===== src/hdl/les_pkg.sv =====
// ----------------------------------------------------------------------------
// les_pkg
// Types, constants and float helpers for the Lorenz Euler integrator.
// ----------------------------------------------------------------------------
package les_pkg;

    localparam int unsigned DataWidth = 32;
    localparam int unsigned CfgIdxWidth = 3;

    localparam logic [31:0] SgnBit = 32'h8000_0000;
    localparam logic [31:0] MaxMag = 32'h7FFF_FFFF;
    localparam logic [22:0] ManMask = 23'h7F_FFFF;
    localparam logic signed [10:0] ExpBias = 11'sd127;
    localparam logic signed [10:0] ExpMax = 11'sd254;

    localparam logic [31:0] SigmaReset = 32'h4120_0000;
    localparam logic [31:0] RhoReset = 32'h41E0_0000;
    localparam logic [31:0] BetaReset = 32'h402A_AAAB;
    localparam logic [31:0] StepReset = 32'h3C23_D70A;
    localparam logic [31:0] OneReset = 32'h3F80_0000;

    // Configuration register indexes.
    localparam logic [CfgIdxWidth-1:0] CfgSigma = 3'd0;
    localparam logic [CfgIdxWidth-1:0] CfgRho = 3'd1;
    localparam logic [CfgIdxWidth-1:0] CfgBeta = 3'd2;
    localparam logic [CfgIdxWidth-1:0] CfgStep = 3'd3;
    localparam logic [CfgIdxWidth-1:0] CfgStartX = 3'd4;
    localparam logic [CfgIdxWidth-1:0] CfgStartY = 3'd5;
    localparam logic [CfgIdxWidth-1:0] CfgStartZ = 3'd6;

    // Operand sources of the shared units.
    typedef enum logic [3:0] {
        SRC_X, SRC_Y, SRC_Z, SRC_SIGMA, SRC_RHO, SRC_BETA, SRC_STEP,
        SRC_T0, SRC_T1, SRC_T2, SRC_T3
    } t_src;

    // Destinations of a result.
    typedef enum logic [2:0] {
        DST_T0, DST_T1, DST_T2, DST_T3, DST_X, DST_Y, DST_Z
    } t_dst;

    typedef enum logic [2:0] {
        ST_IDLE, ST_ISSUE, ST_MUL2, ST_ADD2, ST_WRITE, ST_OUT
    } t_state;

    // One micro-operation: operation class, operands and destination.
    typedef struct packed {
        logic is_mul;
        logic sub;
        t_src a;
        t_src b;
        t_dst d;
    } t_uop;

    localparam int unsigned NumUops = 14;
    localparam int unsigned UopIdxWidth = 4;

    function automatic t_uop uop_rom(input logic [UopIdxWidth-1:0] idx);
        t_uop u;
        u = '{1'b0, 1'b0, SRC_X, SRC_X, DST_T0};
        unique case (idx)
            4'd0: u = '{1'b0, 1'b1, SRC_Y, SRC_X, DST_T0};
            4'd1: u = '{1'b1, 1'b0, SRC_SIGMA, SRC_T0, DST_T0};
            4'd2: u = '{1'b1, 1'b0, SRC_T0, SRC_STEP, DST_T0};
            4'd3: u = '{1'b0, 1'b1, SRC_RHO, SRC_Z, DST_T1};
            4'd4: u = '{1'b1, 1'b0, SRC_T1, SRC_X, DST_T1};
            4'd5: u = '{1'b0, 1'b1, SRC_T1, SRC_Y, DST_T1};
            4'd6: u = '{1'b1, 1'b0, SRC_T1, SRC_STEP, DST_T1};
            4'd7: u = '{1'b1, 1'b0, SRC_X, SRC_Y, DST_T2};
            4'd8: u = '{1'b1, 1'b0, SRC_BETA, SRC_Z, DST_T3};
            4'd9: u = '{1'b0, 1'b1, SRC_T2, SRC_T3, DST_T2};
            4'd10: u = '{1'b1, 1'b0, SRC_T2, SRC_STEP, DST_T2};
            4'd11: u = '{1'b0, 1'b0, SRC_X, SRC_T0, DST_X};
            4'd12: u = '{1'b0, 1'b0, SRC_Y, SRC_T1, DST_Y};
            4'd13: u = '{1'b0, 1'b0, SRC_Z, SRC_T2, DST_Z};
            default: u = '{1'b0, 1'b0, SRC_X, SRC_X, DST_T0};
        endcase
        return u;
    endfunction

    // Final packing with overflow saturation and underflow to signed zero.
    function automatic logic [31:0] pack(input logic sign, input logic signed [10:0] e,
                                         input logic [22:0] m);
        logic [31:0] r;
        if (e > ExpMax) begin
            r = {sign, MaxMag[30:0]};
        end else if (e < 0) begin
            r = {sign, 31'd0};
        end else begin
            r = {sign, e[7:0], m & ManMask};
        end
        return r;
    endfunction

    // Controller to datapath.
    typedef struct packed {
        logic load;
        logic issue;
        logic stage2;
        logic write;
        logic [UopIdxWidth-1:0] idx;
    } t_cmd;

endpackage


===== src/hdl/les_datapath.sv =====
// ----------------------------------------------------------------------------
// les_datapath
// Shared truncating float adder and multiplier, state and scratch registers.
// ----------------------------------------------------------------------------
module les_datapath (
    input  logic              i_clk,
    input  logic              i_rst_n,
    input  les_pkg::t_cmd     i_cmd,
    input  logic              i_cfg_we,
    input  logic [2:0]        i_cfg_idx,
    input  logic [31:0]       i_cfg_data,
    output logic [31:0]       o_x,
    output logic [31:0]       o_y,
    output logic [31:0]       o_z
);

    logic [31:0] r_sigma, r_rho, r_beta, r_step, r_sx, r_sy, r_sz;
    logic [31:0] r_x, r_y, r_z;
    logic [31:0] r_t0, r_t1, r_t2, r_t3;
    logic [31:0] r_opa, r_opb;
    les_pkg::t_uop r_uop;
    les_pkg::t_uop w_uop;
    logic [31:0] w_a, w_b;

    // First stage registers (adder alignment or raw product).
    logic        r_s_sign;
    logic signed [10:0] r_s_e;
    logic [24:0] r_s_m;
    logic        r_s_eff_sub;
    logic [47:0] r_prod;

    assign w_uop = les_pkg::uop_rom(i_cmd.idx);

    function automatic logic [31:0] sel(input les_pkg::t_src s,
                                        input logic [31:0] x, input logic [31:0] y,
                                        input logic [31:0] z, input logic [31:0] sg,
                                        input logic [31:0] rh, input logic [31:0] bt,
                                        input logic [31:0] st, input logic [31:0] t0,
                                        input logic [31:0] t1, input logic [31:0] t2,
                                        input logic [31:0] t3);
        logic [31:0] r;
        unique case (s)
            les_pkg::SRC_X: r = x;
            les_pkg::SRC_Y: r = y;
            les_pkg::SRC_Z: r = z;
            les_pkg::SRC_SIGMA: r = sg;
            les_pkg::SRC_RHO: r = rh;
            les_pkg::SRC_BETA: r = bt;
            les_pkg::SRC_STEP: r = st;
            les_pkg::SRC_T0: r = t0;
            les_pkg::SRC_T1: r = t1;
            les_pkg::SRC_T2: r = t2;
            les_pkg::SRC_T3: r = t3;
            default: r = x;
        endcase
        return r;
    endfunction

    assign w_a = sel(w_uop.a, r_x, r_y, r_z, r_sigma, r_rho, r_beta, r_step,
                     r_t0, r_t1, r_t2, r_t3);
    assign w_b = sel(w_uop.b, r_x, r_y, r_z, r_sigma, r_rho, r_beta, r_step,
                     r_t0, r_t1, r_t2, r_t3);

    // Adder stage one: align and add or subtract magnitudes.
    logic [7:0]  w_ea, w_eb, w_d;
    logic [23:0] w_ma, w_mb, w_mas, w_mbs;
    logic        w_sa, w_sb;
    logic [7:0]  w_e1;
    logic [24:0] w_sum;
    logic        w_sgn1;

    always_comb begin
        w_ea = r_opa[30:23];
        w_eb = r_opb[30:23];
        w_ma = {1'b1, r_opa[22:0]};
        w_mb = {1'b1, r_opb[22:0]};
        w_sa = r_opa[31];
        w_sb = r_opb[31] ^ r_uop.sub;
        w_mas = w_ma;
        w_mbs = w_mb;
        w_e1 = w_ea;
        w_d = 8'd0;
        if (w_ea > w_eb) begin
            w_d = w_ea - w_eb;
            w_mbs = (w_d >= 8'd24) ? 24'd0 : (w_mb >> w_d);
        end else if (w_eb > w_ea) begin
            w_d = w_eb - w_ea;
            w_mas = (w_d >= 8'd24) ? 24'd0 : (w_ma >> w_d);
            w_e1 = w_eb;
        end
        w_sgn1 = 1'b0;
        if (w_sa == w_sb) begin
            w_sum = {1'b0, w_mas} + {1'b0, w_mbs};
            w_sgn1 = w_sa;
        end else if (w_sb) begin
            w_sum = {1'b0, w_mas} - {1'b0, w_mbs};
        end else begin
            w_sum = {1'b0, w_mbs} - {1'b0, w_mas};
        end
        if ((w_sa != w_sb) && w_sum[24]) begin
            // Negative difference: take the magnitude.
            w_sum = 25'd0 - w_sum;
            w_sgn1 = 1'b1;
        end
    end

    // Adder stage two: normalize and pack.
    logic [4:0]  w_lz;
    logic [23:0] w_nm;
    logic signed [10:0] w_ne;
    logic [31:0] w_add_res;

    always_comb begin
        w_lz = 5'd24;
        for (int i = 0; i < 24; i++) begin
            if (r_s_m[i]) begin
                w_lz = 5'(23 - i);
            end
        end
        w_nm = 24'd0;
        w_ne = r_s_e;
        w_add_res = 32'd0;
        if (!r_s_eff_sub) begin
            if (r_s_m[24]) begin
                w_add_res = les_pkg::pack(r_s_sign, r_s_e + 11'sd1, r_s_m[23:1]);
            end else begin
                w_add_res = les_pkg::pack(r_s_sign, r_s_e, r_s_m[22:0]);
            end
        end else if (r_s_m[23:0] == 24'd0) begin
            w_add_res = les_pkg::pack(r_s_sign, 11'sd0, 23'd0);
        end else begin
            w_nm = r_s_m[23:0] << w_lz;
            w_ne = r_s_e - 11'(w_lz);
            w_add_res = les_pkg::pack(r_s_sign, w_ne, w_nm[22:0]);
        end
    end

    // Multiplier stage two: normalize the product.
    logic [31:0] w_mul_res;
    logic signed [10:0] w_me;
    logic [31:0] w_res;

    always_comb begin
        w_me = 11'(r_opa[30:23]) + 11'(r_opb[30:23]) - les_pkg::ExpBias;
        if (r_prod[47]) begin
            w_mul_res = les_pkg::pack(r_opa[31] ^ r_opb[31], w_me + 11'sd1, r_prod[46:24]);
        end else begin
            w_mul_res = les_pkg::pack(r_opa[31] ^ r_opb[31], w_me, r_prod[45:23]);
        end
    end

    assign w_res = r_uop.is_mul ? w_mul_res : w_add_res;

    always_ff @(posedge i_clk) begin
        if (i_cmd.issue) begin
            r_opa <= w_a;
            r_opb <= w_b;
            r_uop <= w_uop;
        end
        if (i_cmd.stage2) begin
            r_s_sign <= w_sgn1;
            r_s_e <= 11'(w_e1);
            r_s_m <= w_sum;
            r_s_eff_sub <= (w_sa != w_sb);
            r_prod <= {24'd0, 1'b1, r_opa[22:0]} * {24'd0, 1'b1, r_opb[22:0]};
        end
        if (i_cmd.write) begin
            unique case (r_uop.d)
                les_pkg::DST_T0: r_t0 <= w_res;
                les_pkg::DST_T1: r_t1 <= w_res;
                les_pkg::DST_T2: r_t2 <= w_res;
                les_pkg::DST_T3: r_t3 <= w_res;
                default: ;
            endcase
        end
    end

    always_ff @(posedge i_clk) begin
        if (!i_rst_n) begin
            r_x <= les_pkg::OneReset;
            r_y <= les_pkg::OneReset;
            r_z <= les_pkg::OneReset;
        end else if (i_cmd.load) begin
            r_x <= r_sx;
            r_y <= r_sy;
            r_z <= r_sz;
        end else if (i_cmd.write) begin
            unique case (r_uop.d)
                les_pkg::DST_X: r_x <= w_res;
                les_pkg::DST_Y: r_y <= w_res;
                les_pkg::DST_Z: r_z <= w_res;
                default: ;
            endcase
        end
    end

    always_ff @(posedge i_clk) begin
        if (!i_rst_n) begin
            r_sigma <= les_pkg::SigmaReset;
            r_rho <= les_pkg::RhoReset;
            r_beta <= les_pkg::BetaReset;
            r_step <= les_pkg::StepReset;
            r_sx <= les_pkg::OneReset;
            r_sy <= les_pkg::OneReset;
            r_sz <= les_pkg::OneReset;
        end else if (i_cfg_we) begin
            unique case (i_cfg_idx)
                les_pkg::CfgSigma: r_sigma <= i_cfg_data;
                les_pkg::CfgRho: r_rho <= i_cfg_data;
                les_pkg::CfgBeta: r_beta <= i_cfg_data;
                les_pkg::CfgStep: r_step <= i_cfg_data;
                les_pkg::CfgStartX: r_sx <= i_cfg_data;
                les_pkg::CfgStartY: r_sy <= i_cfg_data;
                les_pkg::CfgStartZ: r_sz <= i_cfg_data;
                default: ;
            endcase
        end
    end

    assign o_x = r_x;
    assign o_y = r_y;
    assign o_z = r_z;

endmodule


===== src/hdl/les_ctrl.sv =====
// ----------------------------------------------------------------------------
// les_ctrl
// Sequencer that walks the fourteen float operations of one Euler step.
// ----------------------------------------------------------------------------
module les_ctrl (
    input  logic          i_clk,
    input  logic          i_rst_n,
    input  logic          i_in_valid,
    input  logic          i_restart,
    input  logic          i_out_ready,
    output logic          o_in_ready,
    output logic          o_out_valid,
    output les_pkg::t_cmd o_cmd
);

    les_pkg::t_state r_state, n_state;
    logic [les_pkg::UopIdxWidth-1:0] r_idx, n_idx;

    always_ff @(posedge i_clk) begin
        if (!i_rst_n) begin
            r_state <= les_pkg::ST_IDLE;
            r_idx <= '0;
        end else begin
            r_state <= n_state;
            r_idx <= n_idx;
        end
    end

    always_comb begin
        n_state = r_state;
        n_idx = r_idx;
        unique case (r_state)
            les_pkg::ST_IDLE: begin
                if (i_in_valid) begin
                    n_idx = '0;
                    n_state = i_restart ? les_pkg::ST_OUT : les_pkg::ST_ISSUE;
                end
            end
            les_pkg::ST_ISSUE: n_state = les_pkg::ST_MUL2;
            les_pkg::ST_MUL2: n_state = les_pkg::ST_ADD2;
            les_pkg::ST_ADD2: n_state = les_pkg::ST_WRITE;
            les_pkg::ST_WRITE: begin
                if (r_idx == les_pkg::UopIdxWidth'(les_pkg::NumUops - 1)) begin
                    n_state = les_pkg::ST_OUT;
                end else begin
                    n_idx = r_idx + 1'b1;
                    n_state = les_pkg::ST_ISSUE;
                end
            end
            les_pkg::ST_OUT: if (i_out_ready) n_state = les_pkg::ST_IDLE;
            default: n_state = les_pkg::ST_IDLE;
        endcase
    end

    always_comb begin
        o_in_ready = (r_state == les_pkg::ST_IDLE);
        o_out_valid = (r_state == les_pkg::ST_OUT);
        o_cmd.load = (r_state == les_pkg::ST_IDLE) && i_in_valid && i_restart;
        o_cmd.issue = (r_state == les_pkg::ST_ISSUE);
        o_cmd.stage2 = (r_state == les_pkg::ST_MUL2);
        o_cmd.write = (r_state == les_pkg::ST_WRITE);
        o_cmd.idx = r_idx;
    end

endmodule


===== src/hdl/lorenz_euler_step_float.sv =====
// ----------------------------------------------------------------------------
// lorenz_euler_step_float
// Forward-Euler Lorenz integrator on truncating single-precision floats.
// ----------------------------------------------------------------------------
// Usage:
// The input channel carries one restart bit per transfer. With restart high
// the start point is loaded and shown; with restart low one Euler step runs.
// The output channel shows the new x, y, z after each input transfer.
// An Euler step is fourteen float operations on one shared adder and one
// shared multiplier, each passing through operand fetch, first stage, second
// stage and write back. A restart shows its point in the cycle after the input
// transfer. One item is in flight at a time and the next input is taken in
// the cycle after the output transfer.
// Reset loads the default coefficients and the point (1, 1, 1).
// While the receiver stalls the result is held and no input is taken.
// Configuration writes take effect at once and belong to idle periods.
// ----------------------------------------------------------------------------
module lorenz_euler_step_float (
    input  logic                          i_clk,
    input  logic                          i_rst_n,
    input  logic                          i_in_valid,
    output logic                          o_in_ready,
    input  logic                          i_restart,
    output logic                          o_out_valid,
    input  logic                          i_out_ready,
    output logic [les_pkg::DataWidth-1:0] o_x_out,
    output logic [les_pkg::DataWidth-1:0] o_y_out,
    output logic [les_pkg::DataWidth-1:0] o_z_out,
    input  logic                          i_cfg_we,
    input  logic [2:0]                    i_cfg_idx,
    input  logic [les_pkg::DataWidth-1:0] i_cfg_data
);

    les_pkg::t_cmd w_cmd;

    les_ctrl u_ctrl (
        .i_clk       (i_clk),
        .i_rst_n     (i_rst_n),
        .i_in_valid  (i_in_valid),
        .i_restart   (i_restart),
        .i_out_ready (i_out_ready),
        .o_in_ready  (o_in_ready),
        .o_out_valid (o_out_valid),
        .o_cmd       (w_cmd)
    );

    les_datapath u_dp (
        .i_clk      (i_clk),
        .i_rst_n    (i_rst_n),
        .i_cmd      (w_cmd),
        .i_cfg_we   (i_cfg_we),
        .i_cfg_idx  (i_cfg_idx),
        .i_cfg_data (i_cfg_data),
        .o_x        (o_x_out),
        .o_y        (o_y_out),
        .o_z        (o_z_out)
    );

endmodule


===== config.mk =====
export PLATFORM = sky130hd
export DESIGN_NAME = lorenz_euler_step_float
export DESIGN_NICKNAME = d
export VERILOG_FILES = /design/src/hdl/les_pkg.sv /design/src/hdl/les_datapath.sv /design/src/hdl/les_ctrl.sv /design/src/hdl/lorenz_euler_step_float.sv
export SDC_FILE = /design/constraint.sdc
export NUM_CORES = 2
export LEC_CHECK = 0
export ABC_AREA = 1
export ABC_CLOCK_PERIOD_IN_PS = 8750
export BUFFER_PORTS_ARGS = -buffer_cell sky130_fd_sc_hd__buf_4
export CAP_MARGIN = 40
export CORE_AREA = 2 2 336 338
export DETAILED_ROUTE_END_ITERATION = 10
export DIE_AREA = 0 0 338 340
export PLACE_DENSITY = 0.66
export SLEW_MARGIN = 15
export SYNTH_ARGS = -nofsm -noshare
export SYNTH_HDL_FRONTEND = slang
export SYNTH_SLANG_ARGS = --single-unit

===== constraint.sdc =====
create_clock -name i_clk -period 8.75 [get_ports i_clk]
set_clock_uncertainty 0.2 [all_clocks]
set_input_delay 2.625 -clock i_clk [delete_from_list [all_inputs] [get_ports i_clk]]
set_output_delay 2.625 -clock i_clk [all_outputs]
set_load 0.02 [all_outputs]

Yosys cells after proc, flatten, opt, wreduce, memory -nomap -nowiden. Memory sizes are Yosys's and may differ from the RTL's. A register that Yosys moved wholly into a read port is not among the register bits. Index checks and enable logic that the tools add are counted.

Add/sub/neg operators: 12. $mul: 1. Divide/modulo/power cells: 0. $lt $le $gt $ge: 14. Eq/ne operators: 43. Shift-type cells: 3. Muxes and demuxes: 71. Bitwise logic cells: 2. Reduce and logical (&&, ||, !) cells: 28.

Operators with widths (number): $pmux 32 s10 (2); $mux 31 (14); $mux 32 (10); $mux 24 (5); $mux 5 (16); $mux 25 (3); $sub 24x24->25 (2); $mul 24x24->48 (1); $mux 4 (12); $shr 24x8->24 (2); $gt 11x9->1 const B (3); $lt 11x1->1 const B (3); $eq 4x3->1 const B (8); $reduce_and 2->1 (15); $eq 4x4->1 const B (7); $add 24x24->25 (1); $sub 1x25->25 const A (1); $eq 3x3->1 const B (8); $logic_not 24->1 (1); $shl 24x5->23 (1); $eq 3x2->1 const B (6); $pmux 3 s6 (1); $eq 4x2->1 const B (4); $ge 8x5->1 const B (2); other kinds (27) (46).

Bits in registers: 607. Latch bits: 0. Bits in writable memories: 0. ROM bits: 208. Input bits: 41. Output and inout port bits: 98. Logic and storage cells: 201. Memories: 1.

Memories: (name not given) (depth 16, bits a word 13, rd ports 1, clocked after Yosys merged registers in 1, write ports 0, line les_pkg.sv:61) `unique case (idx)`.

Logic depth before layout (Yosys ltp).
Word-level depth: 34. Gate-level depth with buffers: 50. Depth with buffers taken out: 47.

Cells and area by module. From an unflattened synthesis, not the netlist that was laid out.

Cells, all modules: 7149. Area, all modules: 54322.1 µm².

Modules (own cells, without submodules): les_datapath (times used 1, cells an instance 7082, area an instance 53875.4 µm², sequential area each 14123.5 µm²); les_ctrl (times used 1, cells an instance 67, area an instance 446.7 µm², sequential area each 140.1 µm²).

Least setup slack after synthesis. OpenSTA, ideal clock, no wires.

Kind: reg2reg. Start: register u_dp.r_opa[13]. End: register u_dp.r_prod[47], data pin. Library setup time: 264 ps. Arrival time: 6310 ps. Required time: 8286 ps. Slack: 1976 ps. Cell stages (with the launch flop): 30. Path buffers: 2. Period minus slack after synthesis: 6774 ps. Path through: edfxtp_1 -> clkbuf_1 -> clkbuf_1 -> nand2_1 -> fa_1 -> inv_1 -> fa_1 -> fa_1 -> inv_1 -> fa_1 -> fa_1 -> inv_1 -> fa_1 -> fa_1 -> ha_1 -> nand2_1 -> inv_1 -> nand2_1 -> o221ai_1 -> a21o_1 -> a31oi_1 -> nor2_1 -> o21ai_0 -> nand2_1 -> nand2_1 -> nand2_1 -> nand3_1 -> o311ai_0 -> a31oi_1 -> xor2_1.

Longest elaborated chain between the ends: 1.

RTL lines: from (decl) (line les_datapath.sv:20) `logic [31:0] r_opa, r_opb;`; from (signal assigned) (line les_datapath.sv:156) `r_opa <= w_a;`; $mul 24x24->48 (line les_datapath.sv:165) `r_prod <= {24'd0, 1'b1, r_opa[22:0]} * {24'd0, 1'b1, r_opb[22:0]};`; to (signal assigned) (line les_datapath.sv:165); to (decl) (line les_datapath.sv:30) `logic [47:0] r_prod;`.

No other way between the ends. A chain may end at the register's enable or synchronous reset.

Final worst setup path.
Start: register u_dp.r_opb[25]. End: register u_dp.r_s_m[22], data pin.

Longest elaborated chain between the ends: 10. Elaborated cells on any way between the ends: 21. Classes of those cells: add/sub (6); order compare (4); shift (2); mux (8); reduce/logical (1).

RTL lines: from (decl) (line les_datapath.sv:20); from (signal assigned) (line les_datapath.sv:157) `r_opb <= w_b;`; $sub 8x8->8 (line les_datapath.sv:87) `w_d = w_eb - w_ea;`; $shr 24x8->24 / $ge 8x5->1 (equally long branches) (line les_datapath.sv:88) `w_mas = (w_d >= 8'd24) ? 24'd0 : (w_ma >> w_d);`; $mux 24 (line les_datapath.sv:88); $mux 24 (line les_datapath.sv:86) `end else if (w_eb > w_ea) begin`; $mux 24 (line les_datapath.sv:83) `if (w_ea > w_eb) begin`; $sub 24x24->25 (on tied branches) (line les_datapath.sv:98, les_datapath.sv:96); $mux 25 (line les_datapath.sv:95) `end else if (w_sb) begin`; $mux 25 * (line les_datapath.sv:92) `if (w_sa == w_sb) begin`; $sub 1x25->25 / $logic_and 1x1->1 (equally long branches) (line les_datapath.sv:102, les_datapath.sv:100); $mux 25 * (line les_datapath.sv:100) `if ((w_sa != w_sb) && w_sum[24]) begin`; via u_dp.w_sum[22] (line les_datapath.sv:69) `logic [24:0] w_sum;`; to (signal assigned) (line les_datapath.sv:163) `r_s_m <= w_sum;`; to (decl) (line les_datapath.sv:28) `logic [24:0] r_s_m;`.

Mark *: on every way through the listed nets, which the timed path passes. The rest lies on a longest branch.

==> results.json <==
{
  "avgSynthCellArea_um2": 7.52,
  "critPathLaunchType": "flip-flop",
  "grt_overflow": 0,
  "mostFrequentLayoutCell": "inv_1",
  "setup_viol": 0,
  "ctsResizeCount": 0,
  "dp.cells": 8730,
  "post-cts-setup-buffers": 0,
  "synthFlopType": "dfxtp_1",
  "cpPeakStageDelay_ns": 0.46,
  "slowest_stage": "fa_1",
  "period_needed_ns": 7.57,
  "synthArstFlopShare_pct": 0,
  "die_area_mm2": 0.115,
  "cts_num_sinks": 597,
  "path_class": "reg -> reg",
  "final.fill_count": 10664,
  "drive_above_1_share_pct": 7.17,
  "rows": 123,
  "cts_tree": "yes",
  "core_area_mm2": 0.112,
  "nets": 8120,
  "antenna_found_initial": 6,
  "ys_warn_count": 0,
  "mostFrequentLayoutCells": "inv_1 (1,598), nand2_1 (1,320), fa_1 (488), nor2_1 (485), o21ai_0 (438)",
  "initial_core_util_pct": 49.5,
  "cts_buffers": 60,
  "clkTransAtPathRegs_ns": 0.06,
  "status": "finished, final reports clean",
  "drv_cap": 0,
  "drt-total-wl_um": 190000,
  "ys_ff_latch": 597,
  "crit_required_ns": 8.96,
  "finalHoldViolations": 0,
  "seqCellArea_mm2": 0.0145,
  "synth_area_mm2": 0.0553,
  "track_usage_pct": 32.7,
  "clock_tree.buffer_depth": 3,
  "synth_edf_count": 257,
  "ys_seq_area_share_pct": 26.3,
  "grt_pass1_wl_um": 289000,
  "endpoint_kind": "flip-flop",
  "die_width_um": 338,
  "synthCells": 7353,
  "slew_headroom_pct": 32.3,
  "syn_to_final_growth_pct": 8.99,
  "synth.top_cell.area_share_pct": 17.7,
  "fmax_mhz": 132,
  "insertion_delay_ns": 0.67,
  "synthTopCellsByArea": "fa_1 (18%), edfxtp_1 (14%), dfxtp_1 (12%), inv_1 (11%), nand2_1 (9.1%)",
  "min_period_over_period_pct": 86.5,
  "root_buffer": "clkbuf_16",
  "stdcell_count": 8851,
  "synth_top_cell_by_area": "fa_1",
  "wire_per_inst_um": 21.5,
  "globalplace.congestion": 1.00,
  "first_global_vias": 48088,
  "drt.antenna.violating_nets": 0,
  "syn_nets": 8175,
  "drt_iter0_drc": 5821,
  "finalMaxSlewViolations": 0,
  "hp-class": "reg -> reg",
  "rsz0062_at_grt": "no",
  "via_count": 50689,
  "vias_per_cell": 5.73,
  "cp_max_fo": 12,
  "grt_max_degree": 102,
  "drc_errors": 0,
  "tightest_slew_ns": 1.01,
  "ff2ff_path_depth": 43,
  "portBuffers": 138,
  "cpMostUsedCell": "nand2_1",
  "cts_hold_buffers": 0,
  "hold_path_depth": 0,
  "die_y_um": 340,
  "htree_levels": 2,
  "tns_ns": 0,
  "num_io_pins": 139,
  "hpwl_um": 143000,
  "cp.arrival_ns": 7.78,
  "synth_cell_types": 83,
  "multi_input_area_mm2": 0.0331,
  "dr.pass1.iters": 6
}
==> metrics by stage <==
step | instance area, um2 | setup slack, ns | hold slack, ns | utilization, %
5_1_grt | 60200 | 0.509 | 0.223 | 54.0
3_5_place_dp | 58100 | 1.38 | 0.193 | 52.1
4_1_cts | 60200 | 1.35 | 0.208 | 53.9
2_1_floorplan | 55300 | 1.98 | 0.186 | -
3_3_place_gp | 57400 | 1.22 | 0.187 | 51.5
6_report | 60200 | 1.18 | 0.209 | 54.0
==> layout make-up <==
class | count | share of cell area, %
multi-input cells | 4721 | 54.9
flip-flops and latches | 597 | 24.1
inverters | 1633 | 10.2
repair buffers | 285 | 4.28
well taps | 1500 | 3.12
clock buffers | 86 | 2.82
clock inverters | 28 | 0.550
diodes | 1 | 0.00415
==> synthesized netlist by cell type (37+ instances only) <==
cell / instances
o22ai_1: 393
dfxtp_1: 340
nor3_1: 37
edfxtp_1: 257
nand2_1: 1342
inv_1: 1599
clkbuf_1: 333
fa_1: 488
a31oi_1: 67
a21oi_1: 406
nor2_1: 490
o21ai_0: 439
ha_1: 293
o21ai_1: 50
xor2_1: 79
o211ai_1: 71
nand3_1: 272
==> path summary, 6_finish.rpt <==
path                       start              to  slack (ns)
hold reg to reg   u_dp.w_uop[12]  u_dp.r_uop[12]        0.21
setup / recovery  u_dp.r_opb[25]  u_dp.r_s_m[22]        1.18
setup reg to reg  u_dp.r_opb[25]  u_dp.r_s_m[22]        1.18
hold / removal    u_dp.w_uop[12]  u_dp.r_uop[12]        0.21
==> cell families (layout without fill, tap and decap cells) <==
logic type                 count (synthesis)  in the layout  synth area share [%]
and+or+nand+nor                         2225           2225                  16.4
buffers and inverters                   2035           2032                  14.1
AOI/OAI and AO/OA                       1609           1609                  17.2
adders and majority gates                781            781                  24.3
DFF                                      597            597                  26.3
xor gates and xnor gates                 103            103                  1.65
muxes                                      3              3                0.0543
other                                      0              1                     0
==> metal layers <==
layer	GRT usage [%]	routed length, um	up-vias
li1	-	-	23280
met1	45.0	77800	24346
met2	52.5	87400	2673
met3	4.97	17800	384
met4	11.3	7030	6
met5	0	43	-
==> worst max-delay path, delay by kind of cell, from the launching register on <==
kind	cells	cell delay (ns)
buffers and inverters	7	0.80
adder cells (fa/ha/maj)	3	1.15
AND/OR/NAND/NOR	20	2.17
XOR/XNOR	2	0.43
flip-flops	1	0.40
AO/OA/AOI/OAI	11	2.20
Power is not shown: default switching activity piles up to over one toggle a cycle in this logic, so the estimate is an artifact.
